`config.mk`:
```
export PLATFORM = sky130hd
export DESIGN_NAME = dai_front
export DESIGN_NICKNAME = d
export VERILOG_FILES = /design/src/hw/rtl/dai_pkg.sv /design/src/hw/rtl/dai_front.sv
export SDC_FILE = /design/constraint.sdc
export NUM_CORES = 1
export LEC_CHECK = 0
export ABC_CLOCK_PERIOD_IN_PS = 5700
export CAP_MARGIN = 20
export CORE_ASPECT_RATIO = 0.75
export CORE_MARGIN = 2
export CORE_UTILIZATION = 43
export DETAILED_ROUTE_END_ITERATION = 16
export DONT_BUFFER_PORTS = 1
export PLACE_DENSITY = 0.61
export SYNTH_ARGS = -nofsm -noshare
export SYNTH_HDL_FRONTEND = slang
export SYNTH_SLANG_ARGS = --single-unit
```
`constraint.sdc`:
```
create_clock -name vclk -period 5.7
set_input_delay 0.57 -clock vclk [all_inputs]
set_output_delay 0.57 -clock vclk [all_outputs]
set_load 0.005 [all_outputs]
```
`src/hw/rtl/dai_pkg.sv`:
```
// Depth attenuation interpolator: shared types, constants and sizes.
// No dependencies; every other file of the block imports this package.
package dai_pkg;

  localparam int TABLE_DEPTH = 256;
  localparam int IDX_W       = $clog2(TABLE_DEPTH);
  localparam int CNT_W       = $clog2(TABLE_DEPTH + 1);
  localparam int PROD_W      = 32 + IDX_W;
  // Dividend width covers depth*(n-1) and the 48-bit fraction dividend.
  localparam int DIVD_W      = (PROD_W > 48) ? PROD_W : 48;
  localparam int DCNT_W      = $clog2(DIVD_W + 1);

  localparam int QUEUE_DEPTH = 2;
  localparam int QPTR_W      = $clog2(QUEUE_DEPTH);
  localparam int QCNT_W      = $clog2(QUEUE_DEPTH + 1);

  localparam logic [31:0] THICKNESS_RST = 32'h0001_0000;
  localparam logic [16:0] ONE_Q16       = 17'h1_0000;

  localparam logic [1:0] STATUS_OK       = 2'd0;
  localparam logic [1:0] STATUS_FULL     = 2'd1;
  localparam logic [1:0] STATUS_MAX_ZERO = 2'd2;

  typedef enum logic [1:0] {
    CMD_CLEAR  = 2'd0,
    CMD_APPEND = 2'd1,
    CMD_QUERY  = 2'd2,
    CMD_NOP    = 2'd3
  } cmd_e;

  // Where a query's y falls against the layer
  typedef enum logic [1:0] {
    REG_TZERO  = 2'd0,
    REG_TOP    = 2'd1,
    REG_BOTTOM = 2'd2,
    REG_INSIDE = 2'd3
  } region_e;

  typedef struct packed {
    cmd_e        cmd;
    region_e     region;
    logic [15:0] entry_value;
    logic [31:0] depth;
    logic        interp;
  } q_item_t;

  typedef struct packed {
    logic              start;
    logic [DIVD_W-1:0] dividend;
    logic [31:0]       divisor;
  } div_req_t;

  typedef struct packed {
    logic              done;
    logic [DIVD_W-1:0] quot;
    logic [31:0]       rem;
  } div_rsp_t;

endpackage

```
`src/hw/rtl/dai_front.sv`:
```
// Front end: takes input transactions, decodes the command and places a
// query's y against the layer. Depends on dai_pkg; feeds dai_fifo.
module dai_front import dai_pkg::*; (
  input  logic               in_valid_i,
  output logic               in_stall_o,
  input  logic [1:0]         command_i,
  input  logic [15:0]        entry_value_i,
  input  logic signed [31:0] y_coord_i,
  input  logic               interpolate_i,
  input  logic [31:0]        thickness_i,
  input  logic               full_i,
  output logic               push_o,
  output q_item_t            item_o
);

  logic y_top;
  logic y_bottom;

  // y >= T only possible when y is non-negative
  assign y_top    = !y_coord_i[31] && (y_coord_i[31:0] >= thickness_i);
  assign y_bottom = y_coord_i[31] || (y_coord_i == 32'sd0);

  assign in_stall_o = full_i;
  assign push_o     = in_valid_i && !full_i;

  always_comb begin
    item_o.cmd         = cmd_e'(command_i);
    item_o.entry_value = entry_value_i;
    item_o.interp      = interpolate_i;
    item_o.depth       = thickness_i - y_coord_i[31:0];
    if (thickness_i == 32'd0) begin
      item_o.region = REG_TZERO;
    end else if (y_top) begin
      item_o.region = REG_TOP;
    end else if (y_bottom) begin
      item_o.region = REG_BOTTOM;
    end else begin
      item_o.region = REG_INSIDE;
    end
  end

endmodule

```
==> results.cfg <==
[synthesis]
syn_area_per_cell_um2 = 6.57
synth_area_leaders = ha_1, buf_4, inv_1, a21oi_1, xnor2_1
synth_cell_types = 58
synth_commonest_cells = inv_1, ha_1, a21oi_1
synth.most_common_cell = inv_1
yosysTopAreaCell = ha_1
synth_nets = 507
synthesis.area_um2 = 2560
netlist_instances = 389
yosysWarnings = 0
ys_seq_area_share_pct = 0
synth.top_cell.area_share_pct = 15.7

[sta]
setup_viol = 0
drv_slew = 0
fin_crit_ns = 3.33
max_freq_ghz = 0.300
finalHoldViolCount = 0
max_slew_margin_pct = 59.7
whs_ns = 1.14
period_share_pct = 58.4
rsz0062_at_grt = no
fin_setup_tns_ns = 0
tightest_slew_ns = 0.599

[die]
row_count = 24
initial_core_util_pct = 44.3
die-area_um2 = 6580
die_w_um = 93.0
core_um2 = 5770
die_h_um = 70.8
ios = 140

[global_routing]
antenna_found_initial = 0
grt_pass1_vias = 2449
grt_max_degree = 13
grt_usage_pct = 23.5
grt_overflow = 0
grt_pass1_wl_um = 12700

[detailed_routing]
dr.max_layer_used = met4
drt_wl_total_um = 8130
remaining_drc_errors = 0
route.met2.wl_um = 3380
wl_met1_um = 3880
num_vias = 2792
ant_nets = 0
routed_via_density = 6.49
wl_met3_um = 783
routedWlPerCell_um = 18.9
dr.pass1.iters = 5
initialDrtViolationCount = 280

[cells_and_area]
antenna_cells = 0
drive_above_1_share_pct = 2.84
seq_cells = 0
clock_buffers = 0
area_growth_pct = -5.19
regArea_um2 = 0
nNetsFinal = 472

[worst_setup_path]
arrival_ns = 2.76
cp_slowest_cell = fa_1
cp-startpoint = thickness_i[0]
crit_buf_inv = 1
start_kind = primary input
cp_cell_sequence = inv_1 > ha_1 > fa_1 > nor2b_1 > o211ai_1 > a31o_2 > o31ai_1 > a2111oi_0 > nor3b_1
path_max_fanout = 6
cpPeakStageDelay_ns = 0.41
path_delay_family = compound AO/OA/AOI/OAI gates
path_class = in2out
crit_path_end_kind = output port
required_ns = 5.13

[job]
maxCapViolCount = 0

[hold_path]
hold_path_depth = 0
hp-start = entry_value_i[0]
holdPathEnd = item_o[33]
hold_path_class = in2out

[clock_network]
hold_buffers = 0
cts-resized-gates = 0
postCtsSetupBuffers = 0

[power]
p_leak_uw = 0.00105
p_int_uw = 107
p_switching_uw = 174
seq_power_share_pct = 0
switching_share_pct = 61.9
p_clk_share_pct = 0
powerDensity_nw_per_um2 = 116
ir_drop_mv = 0.0374
comb_power_share_pct = 100.0

[placed_design]
place_congestion = 0.930
portBuffers = 0
place_hpwl_um = 7030

[run_status]
status = finished, final reports clean
[through the flow]
step | power (uW) | instance area [um^2] | setup WS, ns | cells | util, %
floorplan | 235 | 2560 | 2.73 | 389 | -
detailed placement | 277 | 2420 | 2.38 | 430 | 42.0
global route | 312 | 2420 | 2.14 | 430 | 42.0
CTS | 278 | 2420 | 2.38 | 430 | 42.0
global placement | 275 | 2420 | 2.49 | 430 | 42.0
finish | 282 | 2420 | 2.37 | 430 | 42.0
[power groups by stage]
stage | sequential [uW] | combinational [uW] | clock [uW]
finish | 0 | 282 | 0
global route | 0 | 312 | 0
CTS | 0 | 278 | 0
detailed placement | 0 | 277 | 0
global placement | 0 | 275 | 0
floorplan | 0 | 235 | 0
[worst max path at each step]
stage / depth (start not counted) / end / slack, ns
after detailed placement: 9 / item_o[19] / 2.38
after CTS: 9 / item_o[19] / 2.38
after floorplan: 9 / item_o[29] / 2.73
after global placement: 9 / item_o[19] / 2.49
final: 9 / item_o[19] / 2.37
after global routing: 9 / item_o[19] / 2.14
[per-layer routing]
metal,up-vias,global-route usage (%)
met3,8,3.83
li1,1356,-
met1,1281,37.4
met4,0,1.80
met5,-,0
met2,147,34.0
[placed cells by master (no fill, tap or decap), types with 2 or more instances in the layout]
cell / instances
nor3b_1: 2
nand3_1: 14
o31ai_1: 3
o21ai_0: 10
a31oi_1: 4
and4_1: 4
xor2_1: 8
a2111oi_0: 2
inv_1: 43
nor3_1: 10
a21oi_1: 30
o22ai_1: 3
a21o_1: 11
a211oi_1: 5
ha_1: 32
mux2i_1: 2
a311oi_1: 4
nand2b_1: 3
nand4_1: 13
o21bai_1: 4
or3_1: 5
o311ai_0: 2
nand2_1: 25
o21a_1: 5
xnor2_1: 15
and2_1: 2
o211ai_1: 4
nor2b_1: 3
and3_1: 10
nor4_1: 18
nor2_1: 23
o21ai_1: 9
a311o_1: 2
[cells by family (layout without fill, tap and decap cells)]
kind of cell,after synthesis,count (layout),share of synthesized area (%)
adders and majority gates,33,33,16.4
xor gates and xnor gates,23,23,7.88
buffers and inverters,80,43,15.3
and+or+nand+nor,135,135,28.0
muxes,3,3,1.22
AOI/OAI and AO/OA,115,115,31.1
[cell type report]
| class | count | area, um^2 |
|---|---|---|
| fillers | 628 | 3340 |
| well taps | 78 | 97.6 |
| inverters | 43 | 161 |
| multi-input cells | 309 | 2160 |
(Power assumes the default switching activity.)
