--- src/hw/rtl/dai_pkg.sv ---
// Depth attenuation interpolator: shared types, constants and sizes.
// No dependencies; every other file of the block imports this package.
package dai_pkg;

  localparam int TABLE_DEPTH = 256;
  localparam int IDX_W       = $clog2(TABLE_DEPTH);
  localparam int CNT_W       = $clog2(TABLE_DEPTH + 1);
  localparam int PROD_W      = 32 + IDX_W;
  // Dividend width covers depth*(n-1) and the 48-bit fraction dividend.
  localparam int DIVD_W      = (PROD_W > 48) ? PROD_W : 48;
  localparam int DCNT_W      = $clog2(DIVD_W + 1);

  localparam int QUEUE_DEPTH = 2;
  localparam int QPTR_W      = $clog2(QUEUE_DEPTH);
  localparam int QCNT_W      = $clog2(QUEUE_DEPTH + 1);

  localparam logic [31:0] THICKNESS_RST = 32'h0001_0000;
  localparam logic [16:0] ONE_Q16       = 17'h1_0000;

  localparam logic [1:0] STATUS_OK       = 2'd0;
  localparam logic [1:0] STATUS_FULL     = 2'd1;
  localparam logic [1:0] STATUS_MAX_ZERO = 2'd2;

  typedef enum logic [1:0] {
    CMD_CLEAR  = 2'd0,
    CMD_APPEND = 2'd1,
    CMD_QUERY  = 2'd2,
    CMD_NOP    = 2'd3
  } cmd_e;

  // Where a query's y falls against the layer
  typedef enum logic [1:0] {
    REG_TZERO  = 2'd0,
    REG_TOP    = 2'd1,
    REG_BOTTOM = 2'd2,
    REG_INSIDE = 2'd3
  } region_e;

  typedef struct packed {
    cmd_e        cmd;
    region_e     region;
    logic [15:0] entry_value;
    logic [31:0] depth;
    logic        interp;
  } q_item_t;

  typedef struct packed {
    logic              start;
    logic [DIVD_W-1:0] dividend;
    logic [31:0]       divisor;
  } div_req_t;

  typedef struct packed {
    logic              done;
    logic [DIVD_W-1:0] quot;
    logic [31:0]       rem;
  } div_rsp_t;

endpackage

--- src/hw/rtl/dai_div.sv ---
// Shared restoring divider, one quotient bit per cycle.
// Depends on dai_pkg for the request and response structs.
module dai_div import dai_pkg::*; (
  input  logic     clk_i,
  input  logic     rst_ni,
  input  div_req_t req_i,
  output div_rsp_t rsp_o
);

  logic [DIVD_W-1:0] quo_q, quo_d;
  logic [31:0]       rem_q, rem_d;
  logic [31:0]       divisor_q;
  logic [DCNT_W-1:0] cnt_q;
  logic              busy_q, done_q;
  logic [32:0]       rem_sh;
  logic              ge;

  assign rem_sh = {rem_q, quo_q[DIVD_W-1]};
  assign ge     = (rem_sh >= {1'b0, divisor_q});
  assign rem_d  = ge ? 32'(rem_sh - {1'b0, divisor_q}) : rem_sh[31:0];
  assign quo_d  = {quo_q[DIVD_W-2:0], ge};

  always_ff @(posedge clk_i) begin
    if (req_i.start) begin
      quo_q     <= req_i.dividend;
      rem_q     <= '0;
      divisor_q <= req_i.divisor;
    end else if (busy_q) begin
      quo_q <= quo_d;
      rem_q <= rem_d;
    end
  end

  always_ff @(posedge clk_i or negedge rst_ni) begin
    if (!rst_ni) begin
      busy_q <= 1'b0;
      done_q <= 1'b0;
      cnt_q  <= '0;
    end else begin
      done_q <= 1'b0;
      if (req_i.start) begin
        busy_q <= 1'b1;
        cnt_q  <= DCNT_W'(DIVD_W);
      end else if (busy_q) begin
        cnt_q <= cnt_q - 1'b1;
        if (cnt_q == DCNT_W'(1)) begin
          busy_q <= 1'b0;
          done_q <= 1'b1;
        end
      end
    end
  end

  assign rsp_o.done = done_q;
  assign rsp_o.quot = quo_q;
  assign rsp_o.rem  = rem_q;

endmodule

--- config.mk ---
export PLATFORM = sky130hd
export DESIGN_NAME = dai_div
export DESIGN_NICKNAME = d
export VERILOG_FILES = /design/src/hw/rtl/dai_pkg.sv /design/src/hw/rtl/dai_div.sv
export SDC_FILE = /design/constraint.sdc
export NUM_CORES = 1
export LEC_CHECK = 0
export ABC_AREA = 1
export BUFFER_PORTS_ARGS = -buffer_cell sky130_fd_sc_hd__buf_2
export CAP_MARGIN = 0
export CORE_MARGIN = 2
export CORE_UTILIZATION = 55
export DETAILED_ROUTE_END_ITERATION = 8
export GPL_TIMING_DRIVEN = 0
export PLACE_DENSITY = 0.8
export SLEW_MARGIN = 20
export SYNTH_ARGS = -nofsm -noshare
export SYNTH_HDL_FRONTEND = slang
export SYNTH_SLANG_ARGS = --single-unit
--- constraint.sdc ---
create_clock -name clk_i -period 6.9 [get_ports clk_i]
set_input_delay 0.69 -clock clk_i [delete_from_list [all_inputs] [get_ports clk_i]]
set_output_delay 0.69 -clock clk_i [all_outputs]
set_load 0.005 [all_outputs]
==> metrics.txt <==
outcome completed; Remaining DRCs 0; Pint 2.07 mW; GP Congestion 1.01; sequential cell area fraction in the yosys report 42.6%; largest net degree at the start of global routing 37; Power Density 359 nW/um2; Post-Route WL 22,000 um; GRT Util Overall 30.9%; drt first-iter violations 600; Setup Viol. Count Final 0; Placement Rows 42; GRT overflow 0; switch share 38.5%; Top Ports 164; hold_buf cts 0; Peak VDD IR 0.192 mV; Final Skew 15.1 ps; die height 122 um; synth-to-layout area growth 22.6%; Vias 7,420; root buf cell clkbuf_16; YS warnings 0; initial antenna violation count 0; Distinct cells, synth 38; setup TNS 0 ps; FF+latch count, synth 120; maximum clock rate 0.354 GHz; share of post-route cells with drive strength above 1 19.1%; Comb pwr share 40.7%; fill count 1,144; fin crit share 40.9%; CP endpoint kind register; static leakage 5.16 nW; htree depth 4; die width 122 um; Critical Path AT 2940 ps; # nets final 1,362; Tmin final 2820 ps; dominant cell type by area after synthesis edfxtp_1; # clock sinks 120; most frequent cells in the layout nand2_1, inv_1, buf_2; Sequential Power Share 29.0%; DR pass1 iterations 5; R2R Path Start rem_q[18]; final non-filler cell total 1,433; vias in the first global route 7,063; RSZ-0062 raised after global routing false; cell area after synthesis 7620 um2; Synth area leaders edfxtp_1, nand2_1, inv_1; Net Switching 1.29 mW; syn nets 1,179; Mapped Cells 1,061; Port Buffers 163; HPWL after DPL 16,500 um; worst relative slew slack 44.8%; Hold Fails Final Rpt 0; reg2reg end rem_q[6]; clock share of power 30.3%; clk_lat worst skew 430 ps; maximum fanout along the worst path 36; pre-CTS WS 3630 ps; Async SR Flop Fraction 6.67%; wire length per cell 15.3 um; hold slack 94.7 ps; area of the multi-input gates 3520 um2; Worst-path clk slew 60 ps; WP data required 7020 ps; post-layout util 69.7%; CP Class primary input to register; Worst Hold Class primary input to async pin; Final Max Tran Viols 0; TritonCTS clock tree built; top cell type's share of synthesized area 31.5%; clock buffer depth 2; antenna-violating nets left 0; critical path launch point type primary input; # Post-CTS Setup Buffers 0; # placed instances 1,401; most common cell after layout, fill and taps aside nand2_1; TritonCTS Buffers 17; PostCTS Resize Cnt 0; number of flops mapped to enable cells by yosys 80; first-pass GRT wire length 34,700 um; n_diodes 0; Worst Tran Pin Value 828 ps; Core Box Area 13,400 um2; Max-cap violations 0; initial core utilization 56.8%; flop2flop setup slack 4400 ps; Worst Reg-to-Reg Cells 14; Final Worst Setup Slack 4080 ps; Primary FF master, synth edfxtp_1; Reg area 3240 um2; die footprint 14,800 um2; Avg Cell Area, Syn 7.18 um2; vias per cell 5.18
layer usage:
layer | vias up | wire length [um] | track usage [%]
met1 | 3354 | 8890 | 37.9
met3 | 57 | 1800 | 6.69
met5 | - | 0 | 0
met2 | 345 | 10500 | 52.1
li1 | 3664 | - | -
met4 | 0 | 768 | 14.7
state kept, by name (all words and copies together) (netlist names):
register	count
busy_q	1
cnt_q	6
divisor_q	32
done_q	1
quo_q	48
rem_q	32
worst max-delay path, stage by stage:
cell	delay [ps]
buf_2	630
clkbuf_1	390
nor2_1	130
inv_1	250
buf_2	530
buf_12	290
worst max path at each step:
stage                   start   endpoint
finish              req_i[80]  quo_q[15]
global route        req_i[80]  quo_q[17]
CTS                 req_i[80]  quo_q[11]
detailed placement  req_i[80]  quo_q[18]
global placement    req_i[80]  quo_q[17]
floorplan           req_i[80]   quo_q[0]
synthesized netlist by cell type (2+ instances only):
library cell	count
o21ai_1	10
o21ai_0	9
nor3_1	3
o21bai_1	3
buf_6	4
and2_1	4
nor2_4	4
ha_1	34
a21oi_1	22
o21a_1	2
nor2_2	4
nand4_1	8
nor4_1	2
nand3_2	9
edfxtp_1	80
nand2_1	454
clkbuf_1	14
nand3_1	75
nand2_2	10
inv_2	2
buf_2	6
dfrtp_1	8
nand3b_1	15
inv_1	183
nor2_1	40
xnor2_1	13
dfxtp_1	32
cell families (layout without fill, tap and decap cells):
kind of cell,Yosys count,in the layout,share of synthesized area [%]
buffers and inverters,213,409,11.2
AND/OR/NAND/NOR,630,630,35.3
flip-flops,120,120,42.6
adder cells (fa/ha/maj),35,35,5.85
AO/OA/AOI/OAI,49,49,3.47
XOR/XNOR,14,14,1.61
cell type report:
class                   count  share of cell area, %
multi-input cells         728                   37.7
flip-flops and latches    120                   34.7
repair buffers            164                   8.95
inverters                 186                   7.47
clock buffers              19                   4.86
well taps                 176                   2.36
clock inverters            13                   2.28
plain buffers              27                   1.66
through the flow:
step | cell area (um2) | power [mW]
6_report | 9340 | 3.36
5_1_grt | 9340 | 3.58
4_1_cts | 9340 | 3.35
3_5_place_dp | 8670 | 2.32
3_3_place_gp | 8650 | 2.30
2_1_floorplan | 7620 | 1.92
power groups by stage:
stage | clock [mW] | sequential (mW) | combinational, mW
finish | 1.02 | 0.974 | 1.37
global route | 1.06 | 0.988 | 1.53
CTS | 1.03 | 0.973 | 1.35
detailed placement | 0 | 0.983 | 1.33
global placement | 0 | 0.982 | 1.31
floorplan | 0 | 0.979 | 0.936
No activity file was read; power rests on OpenSTA's default activity.
