File: src/hw/rtl/dai_pkg.sv
// Depth attenuation interpolator: shared types, constants and sizes.
// No dependencies; every other file of the block imports this package.
package dai_pkg;

  localparam int TABLE_DEPTH = 256;
  localparam int IDX_W       = $clog2(TABLE_DEPTH);
  localparam int CNT_W       = $clog2(TABLE_DEPTH + 1);
  localparam int PROD_W      = 32 + IDX_W;
  // Dividend width covers depth*(n-1) and the 48-bit fraction dividend.
  localparam int DIVD_W      = (PROD_W > 48) ? PROD_W : 48;
  localparam int DCNT_W      = $clog2(DIVD_W + 1);

  localparam int QUEUE_DEPTH = 2;
  localparam int QPTR_W      = $clog2(QUEUE_DEPTH);
  localparam int QCNT_W      = $clog2(QUEUE_DEPTH + 1);

  localparam logic [31:0] THICKNESS_RST = 32'h0001_0000;
  localparam logic [16:0] ONE_Q16       = 17'h1_0000;

  localparam logic [1:0] STATUS_OK       = 2'd0;
  localparam logic [1:0] STATUS_FULL     = 2'd1;
  localparam logic [1:0] STATUS_MAX_ZERO = 2'd2;

  typedef enum logic [1:0] {
    CMD_CLEAR  = 2'd0,
    CMD_APPEND = 2'd1,
    CMD_QUERY  = 2'd2,
    CMD_NOP    = 2'd3
  } cmd_e;

  // Where a query's y falls against the layer
  typedef enum logic [1:0] {
    REG_TZERO  = 2'd0,
    REG_TOP    = 2'd1,
    REG_BOTTOM = 2'd2,
    REG_INSIDE = 2'd3
  } region_e;

  typedef struct packed {
    cmd_e        cmd;
    region_e     region;
    logic [15:0] entry_value;
    logic [31:0] depth;
    logic        interp;
  } q_item_t;

  typedef struct packed {
    logic              start;
    logic [DIVD_W-1:0] dividend;
    logic [31:0]       divisor;
  } div_req_t;

  typedef struct packed {
    logic              done;
    logic [DIVD_W-1:0] quot;
    logic [31:0]       rem;
  } div_rsp_t;

endpackage

File: src/hw/rtl/dai_fifo.sv
// Short queue between front end and back end of the interpolator.
// Depends on dai_pkg for the item type and depth.
module dai_fifo import dai_pkg::*; (
  input  logic    clk_i,
  input  logic    rst_ni,
  input  logic    push_i,
  input  q_item_t item_i,
  output logic    full_o,
  output logic    valid_o,
  input  logic    pop_i,
  output q_item_t item_o
);

  q_item_t             slots_q [QUEUE_DEPTH];
  logic [QPTR_W-1:0]   wr_ptr_q, rd_ptr_q;
  logic [QCNT_W-1:0]   count_q;
  logic                do_pop;

  assign full_o  = (count_q == QCNT_W'(QUEUE_DEPTH));
  assign valid_o = (count_q != '0);
  assign item_o  = slots_q[rd_ptr_q];
  assign do_pop  = pop_i && valid_o;

  always_ff @(posedge clk_i) begin
    if (push_i) begin
      slots_q[wr_ptr_q] <= item_i;
    end
  end

  always_ff @(posedge clk_i or negedge rst_ni) begin
    if (!rst_ni) begin
      wr_ptr_q <= '0;
      rd_ptr_q <= '0;
      count_q  <= '0;
    end else begin
      if (push_i) begin
        wr_ptr_q <= (wr_ptr_q == QPTR_W'(QUEUE_DEPTH - 1)) ? '0 : wr_ptr_q + 1'b1;
      end
      if (do_pop) begin
        rd_ptr_q <= (rd_ptr_q == QPTR_W'(QUEUE_DEPTH - 1)) ? '0 : rd_ptr_q + 1'b1;
      end
      if (push_i && !do_pop) begin
        count_q <= count_q + 1'b1;
      end else if (do_pop && !push_i) begin
        count_q <= count_q - 1'b1;
      end
    end
  end

endmodule

File: config.mk
export PLATFORM = sky130hd
export DESIGN_NAME = dai_fifo
export DESIGN_NICKNAME = d
export VERILOG_FILES = /design/src/hw/rtl/dai_pkg.sv /design/src/hw/rtl/dai_fifo.sv
export SDC_FILE = /design/constraint.sdc
export NUM_CORES = 1
export LEC_CHECK = 0
export BUFFER_PORTS_ARGS = -buffer_cell sky130_fd_sc_hd__buf_2
export CAP_MARGIN = 20
export CORE_ASPECT_RATIO = 1.5
export CORE_UTILIZATION = 58
export CTS_BUF_LIST = sky130_fd_sc_hd__clkbuf_4
export CTS_CLUSTER_DIAMETER = 80
export DETAILED_ROUTE_END_ITERATION = 12
export PLACE_DENSITY = 0.87
export SETUP_SLACK_MARGIN = 0.2
export SYNTH_ARGS = -nofsm -noshare
export SYNTH_HDL_FRONTEND = slang
export SYNTH_SLANG_ARGS = --single-unit
File: constraint.sdc
create_clock -name clk_i -period 9.2 [get_ports clk_i]
set_clock_uncertainty 0.1 [all_clocks]
set_input_delay 0.92 -clock clk_i [delete_from_list [all_inputs] [get_ports clk_i]]
set_output_delay 0.92 -clock clk_i [all_outputs]
set_load 0.02 [all_outputs]
==> out/summary.txt, run 1 <==
status - completed
Worst-Margin Slew - 0.9469 ns
#FFs+latches synth - 110
Max IR drop VDD - 0.0003100 V
Max-slew headroom - 0.3687
Via density - 5.130
Post-synth top cells - edfxtp_1 (106), mux2_4 (49), buf_12 (5)
Int Power - 1.040 mW
DP Area - 0.004857 mm²
Layout area overhead - 17.58%
count of final hold-check violations - 0
Sw Share - 0.3214
WP data required - 8.18 ns
Die ar. - 0.007706 mm²
Cells after Synth - 181
Lkg Pwr - 2.039 nW
routed len/inst - 16.63 µm
Slew Limit Fails - 0
final cell count without fillers - 401
postcts setup bufs - 0
# IOs - 112
CTS Root Cell - clkbuf_4
synth top area cells - edfxtp_1 (75%), mux2_4 (17%), buf_12 (2.3%), dfrtp_1 (2.3%), mux2_2 (1.1%)
RD Place Congestion - 0.7778
Die H - 107.0 µm
clock power share - 0.167
sequential power share - 0.492
CTS Buf Count - 9
hold_ws - 0.1463 ns
largest net degree at the start of global routing - 55
Max Fclk - 0.3190 GHz
num rows - 37
max-cap violations - 0
gr usage total - 0.1797
DR DRC count - 0
number of buffers and inverters on the critical path - 1
fillers - 438
critical path launch point type - register
slowest cell on the critical path - dfrtp_4
cts hold-fix bufs - 0
Die Wd - 72.01 µm
Crit Path Category - reg -> out
Nets - 357
routed vias - 2,057
TNS Setup - 0 ns
area leader, netlist - edfxtp_1
EDFF count, synth - 106
Reg clk slew, reported paths - 0.15 ns
main flop type after synthesis - edfxtp_1
Final period util - 0.3408
post-route minimum period - 3.135 ns
First-pass DRT Iterations - 4
I/O Buffers - 111
TritonCTS clock tree - yes
DR iter-0 viols - 134
cell count after placement - 385
Gate power share - 0.341
RSZ-0062 raised after global routing - no
Reg2Reg Setup Slack - 7.18 ns
# clock sinks - 110
net switching power - 492.6 µW
CP max stage delay - 1.08 ns
later-pin clock latency in the skew report - 0.44 ns
Crit Path Max Fanout - 54
Synth cell types - 14
CP arrival - 2.12 ns
Ys Warns - 0
Final Instance Area - 0.005014 mm²
Starting Density - 0.6100
post-synthesis net count - 239
sequential fraction of the synthesis area - 0.7700
proportion of layout cells with a drive suffix above 1 - 0.6053
crit end category - output pin
routed wire length - 6669 µm
htree depth - 3
Post-Synthesis Cell Area - 0.004264 mm²
first-pass GRT wire length - 9742 µm
post-synth top area share - 0.7465
crit path cell chain - mux2_2, buf_2
worst hold path class - in -> async
dpl hpwl - 4386 µm
CTS resizes - 0
total gr overflow - 0
count leader, synth - edfxtp_1
Power Dens Cells - 305.7 mW/mm²
initial antenna violation count - 0
final setup vio count - 0
Max Root-Sink Buffers - 2
Antenna diodes - 0
Detail Route Antenna Nets - 0
cell family with most CP delay - flip-flops
Core Area - 0.006990 mm²
Async SR Flop Fraction - 0.03636
mean post-synth cell area - 23.56 µm²
vias in the first global route - 2,071
final cells by class:
cell class	instances	area (µm²)	share of cell area
Sequential cell	110	3287	0.6556
Multi-Input combinational cell	65	878.3	0.1752
Tap cell	97	121.4	0.02421
Clock buffer	11	82.58	0.01647
Timing Repair Buffer	113	570.5	0.1138
Clock inverter	5	73.82	0.01472
worst reg2reg max path: cells and delay by family (launching register included):
family / cells / cell delay (ns)
flops: 1 / 0.46
buf+inv: 1 / 0.46
simple gates: 1 / 0.67
power by group through the flow:
| stage | clock network [mW] | registers, mW | logic (mW) |
|---|---|---|---|
| final | 0.256 | 0.755 | 0.522 |
| after global routing | 0.281 | 0.768 | 0.552 |
| after CTS | 0.262 | 0.759 | 0.529 |
| after detailed placement | 0 | 0.771 | 0.526 |
| after global placement | 0 | 0.763 | 0.521 |
| after floorplan | 0 | 0.703 | 0.483 |
placed cells by master, fill, tap and decap left out:
master / instances
and2_2: 1
buf_2: 111
buf_4: 2
bufinv_16: 2
clkbuf_4: 11
clkinv_1: 1
clkinv_2: 2
dfrtp_1: 3
dfrtp_4: 1
edfxtp_1: 106
ha_1: 1
mux2_2: 4
mux2_4: 49
nand2_1: 1
nor2_1: 1
nor2b_1: 1
nor2b_4: 1
or2_1: 1
xnor2_1: 2
xor2_1: 3
kinds of logic (layout without fill, tap and decap cells):
logic type / count (synthesis) / in the layout / synth area share
xor+xnor: 5 / 5 / 0.01027
flops: 110 / 110 / 0.7700
fa+ha+maj: 1 / 1 / 0.002934
buf+inv: 6 / 129 / 0.02612
mux: 53 / 53 / 0.1831
simple gates: 6 / 6 / 0.007629
state kept, by name, summed over array words and instances, names as in the netlist:
signal    flops
slots_q     106
count_q       2
rd_ptr_q      1
wr_ptr_q      1
final timing paths:
check | cells past startpoint | start | to
hold reg to reg | 1 | count_q[1]$_DFFE_PN0P_ | count_q[1]$_DFFE_PN0P_
setup reg to reg | 2 | wr_ptr_q$_DFFE_PN0P_ | slots_q[0][26]$_DFFE_PP_
setup / recovery | 2 | rd_ptr_q$_DFFE_PN0P_ | item_o[33]
max in group asynchronous | 1 | rst_ni | rd_ptr_q$_DFFE_PN0P_
min in group clk_i | 1 | count_q[1]$_DFFE_PN0P_ | count_q[1]$_DFFE_PN0P_
hold / removal | 1 | rst_ni | count_q[1]$_DFFE_PN0P_
metrics by stage:
stage                     total power [mW]  worst slack (ns)  utilization
after detailed placement             1.298             6.506       0.6948
after floorplan                      1.186             5.365            -
final                                1.533             6.065       0.7172
after global routing                 1.601             5.931       0.7172
after global placement               1.285             6.535       0.6948
after CTS                            1.550             5.993       0.7172
metal layers:
metal / wire, µm / track usage
met4: 164 / 0.09524
met5: 0 / 0
met1: 2568 / 0.1969
met3: 416 / 0.07331
met2: 3520 / 0.2958
Power figures use the tool's default switching activity.
==> run 2: changes to the inputs <==
Settings changed: ABC_AREA set to 1, CORE_UTILIZATION 58 to 54, PLACE_DENSITY 0.87 to 0.82.
Clock period 9.2 ns to 2.9 ns, I/O delays scaled along.
==> run 2 against run 1 <==
- via count grew 38%
- synthesized cell count grew 68%
- area after synthesis shrank 3.8%
- final cell count grew 44%
- power grew to 3.1 times the previous value
- critical path depth grew 2
- global-route usage grew 4.9 points
- register-to-register slack lost 6.1 ns
- combinational power grew to 3.5 times the previous value
- utilization grew 2.2 points
- highest routed layer unchanged
==> out/summary.txt, run 2 <==
status - completed
Lkg Pwr - 2.353 nW (+15%)
routed wire length - 8736 µm (+31%)
vias in the first global route - 2,710 (+31%)
TNS Setup - 0 ns (unchanged)
mean post-synth cell area - 13.50 µm² (-43%)
Die H - 108.8 µm (+1.6%)
RSZ-0062 raised after global routing - no
routed vias - 2,841 (+38%)
most common cell after layout, fill and taps aside - nand2_1
Crit Path Category - reg -> out
reg2reg path depth - 3 (+1)
Die ar. - 0.007960 mm² (+3.3%)
Post-Synthesis Cell Area - 0.004104 mm² (-3.8%)
Async SR Flop Fraction - 0.03636 (unchanged)
cell family with most CP delay - flip-flops
Layout area overhead - 31.04%
num rows - 38 (+2.7%)
crit end category - output pin
synth top area cells - edfxtp_1 (78%), nand2_1 (15%), dfrtp_1 (2.4%), buf_6 (1.6%), buf_4 (0.91%)
#FFs+latches synth - 110 (unchanged)
postcts setup bufs - 0 (unchanged)
Largest register FFs - 106 (unchanged)
EDFF count, synth - 106 (unchanged)
I/O Buffers - 111 (unchanged)
first-pass GRT wire length - 12,770 µm (+31%)
Ys Warns - 0 (unchanged)
Worst-Margin Slew - 0.6986 ns (-0.2483 ns)
cts hold-fix bufs - 56 (+56)
Largest regs - slots_q x106, count_q x2
Post-synth top cells - nand2_1 (168), edfxtp_1 (106), buf_6 (6), inv_1 (6), buf_4 (5)
Reg clk slew, reported paths - 0.15 ns (about the same)
Detail Route Antenna Nets - 0 (unchanged)
main flop type after synthesis - edfxtp_1
Max-slew headroom - 0.5342 (+0.1655)
Synth cell types - 13 (-1)
routed len/inst - 15.09 µm (-9.3%)
crit path cell chain - buf_4, nand2_1, nand2_1, buf_2
number of buffers and inverters on the critical path - 2 (+1)
# clock sinks - 110 (unchanged)
count leader, synth - nand2_1
post-route minimum period - 2.355 ns
TritonCTS clock tree - yes
proportion of layout cells with a drive suffix above 1 - 0.2762 (-0.3291)
largest net degree at the start of global routing - 55 (unchanged)
post-synth top area share - 0.7756 (+0.02913)
Biggest register - slots_q
Cells after Synth - 304 (+68%)
critical path launch point type - register
commonest cells after routing, fill and taps aside - nand2_1 (168), buf_2 (111), edfxtp_1 (106), dlygate4sd3_1 (56), clkbuf_4 (11)
sequential fraction of the synthesis area - 0.8000 (+0.03005)
Final period util - 0.8119
most frequent CP cell - nand2_1
DR DRC count - 0 (unchanged)
CP max stage delay - 0.70 ns (-0.38 ns)
max-cap violations - 0 (unchanged)
overall power - 4.736 mW (+210%)
Max IR drop VDD - 0.0006141 V (+98%)
Max Fclk - 0.4247 GHz
slowest cell on the critical path - dfrtp_2
Power Dens Cells - 880.7 mW/mm² (+190%)
final setup vio count - 0 (unchanged)
First-pass DRT Iterations - 4 (unchanged)
Nets - 533 (+49%)
worst reg2reg endpoint - slots_q[1][41]$_DFFE_PP_
Die Wd - 73.18 µm (+1.6%)
gr usage total - 0.2290 (+0.04928)
dpl hpwl - 4797 µm (+9.4%)
fillers - 468 (+6.8%)
CP arrival - 1.96 ns (-0.16 ns)
CTS Buf Count - 9 (unchanged)
r2r startpoint - wr_ptr_q$_DFFE_PN0P_
later-pin clock latency in the skew report - 0.44 ns (about the same)
total gr overflow - 0 (unchanged)
# IOs - 112 (unchanged)
dpl ws - 1.033 ns (-5.472 ns)
CTS Root Cell - clkbuf_4
Worst Setup EP - item_o[2]
Crit path depth - 4 (+2)
hold_ws - 0.06522 ns (-0.08104 ns)
Slew Limit Fails - 0 (unchanged)
htree depth - 3 (unchanged)
Max Root-Sink Buffers - 2 (unchanged)
WP data required - 2.51 ns (-5.67 ns)
fin util - 0.7393 (+0.02205)
crit path launch - rd_ptr_q$_DFFE_PN0P_
RD Place Congestion - 0.8041 (+3.4%)
area leader, netlist - edfxtp_1
worst hold path class - in -> async
Core Area - 0.007274 mm² (+4.1%)
count of final hold-check violations - 0 (unchanged)
Crit Path Max Fanout - 31 (-43%)
DR iter-0 viols - 277 (+110%)
post-synthesis net count - 362 (+51%)
Starting Density - 0.5642 (-0.04583)
CTS resizes - 0 (unchanged)
initial antenna violation count - 1 (+1)
fin worst setup slack - 0.5454 ns (-5.519 ns)
Reg2Reg Setup Slack - 1.08 ns (-6.10 ns)
Via density - 4.907 (-4.3%)
## run 2: cell count changes after synthesis, moves of 2 or more
cell / previous run / this run
buf_12: 5 / 0
buf_4: 0 / 5
buf_6: 1 / 6
inv_1: 0 / 6
mux2_2: 4 / 0
mux2_4: 49 / 0
nand2_1: 1 / 168
nand3_1: 0 / 2
nor2b_1: 2 / 0
xor2_1: 3 / 1
## run 2: cell families after synthesis
kind of cell / synth area share
and+or+nand+nor: 0.1595
xor gates and xnor gates: 0.004269
buffers and inverters: 0.03323
adders and majority gates: 0.003048
DFF: 0.8000
## run 2: layout make-up
cell class | instances | area, µm² | share of cell area
flip-flops and latches | 110 | 3284 | 0.6107
clock buffers | 11 | 82.58 | 0.01536
repair buffers | 171 | 1146 | 0.2131
multi-input cells | 176 | 691.9 | 0.1287
diodes | 1 | 2.502 | 0.0004653
inverters | 7 | 31.28 | 0.005817
clock inverters | 3 | 13.76 | 0.002559
well taps | 100 | 125.1 | 0.02327
## run 2: worst min path at each step
stage                                         to  slack (ns)  depth (start not counted)
after detailed placement  count_q[0]$_DFFE_PN0P_       0.001                          1
after floorplan           count_q[0]$_DFFE_PN0P_       -0.11                          0
after global routing        rd_ptr_q$_DFFE_PN0P_        0.05                          2
after global placement    count_q[0]$_DFFE_PN0P_      -0.004                          1
final                     count_q[0]$_DFFE_PN0P_        0.07                          2
after CTS                   rd_ptr_q$_DFFE_PN0P_        0.03                          2
## run 2: per-stage QoR
| stage | cells | cell area, µm² |
|---|---|---|
| after CTS | 578 | 5375 |
| after global routing | 579 | 5378 |
| after detailed placement | 508 | 4718 |
| final | 579 | 5378 |
| after global placement | 508 | 4718 |
| after floorplan | 304 | 4106 |
## run 2: layer usage
layer	GRT usage	routed length, µm	part of all wire
met1	0.2510	3244	0.37
met2	0.4021	4802	0.55
met4	0.1387	316	0.036
met5	0	0	0
met3	0.04621	373	0.043
## run 2: where the power goes
group	leakage (nW)	internal [mW]	switching (mW)	total (mW)
sequential	1.04	2.11	0.145	2.26
combinational	1.25	0.552	1.30	1.85
clock	0.0600	0.183	0.449	0.632
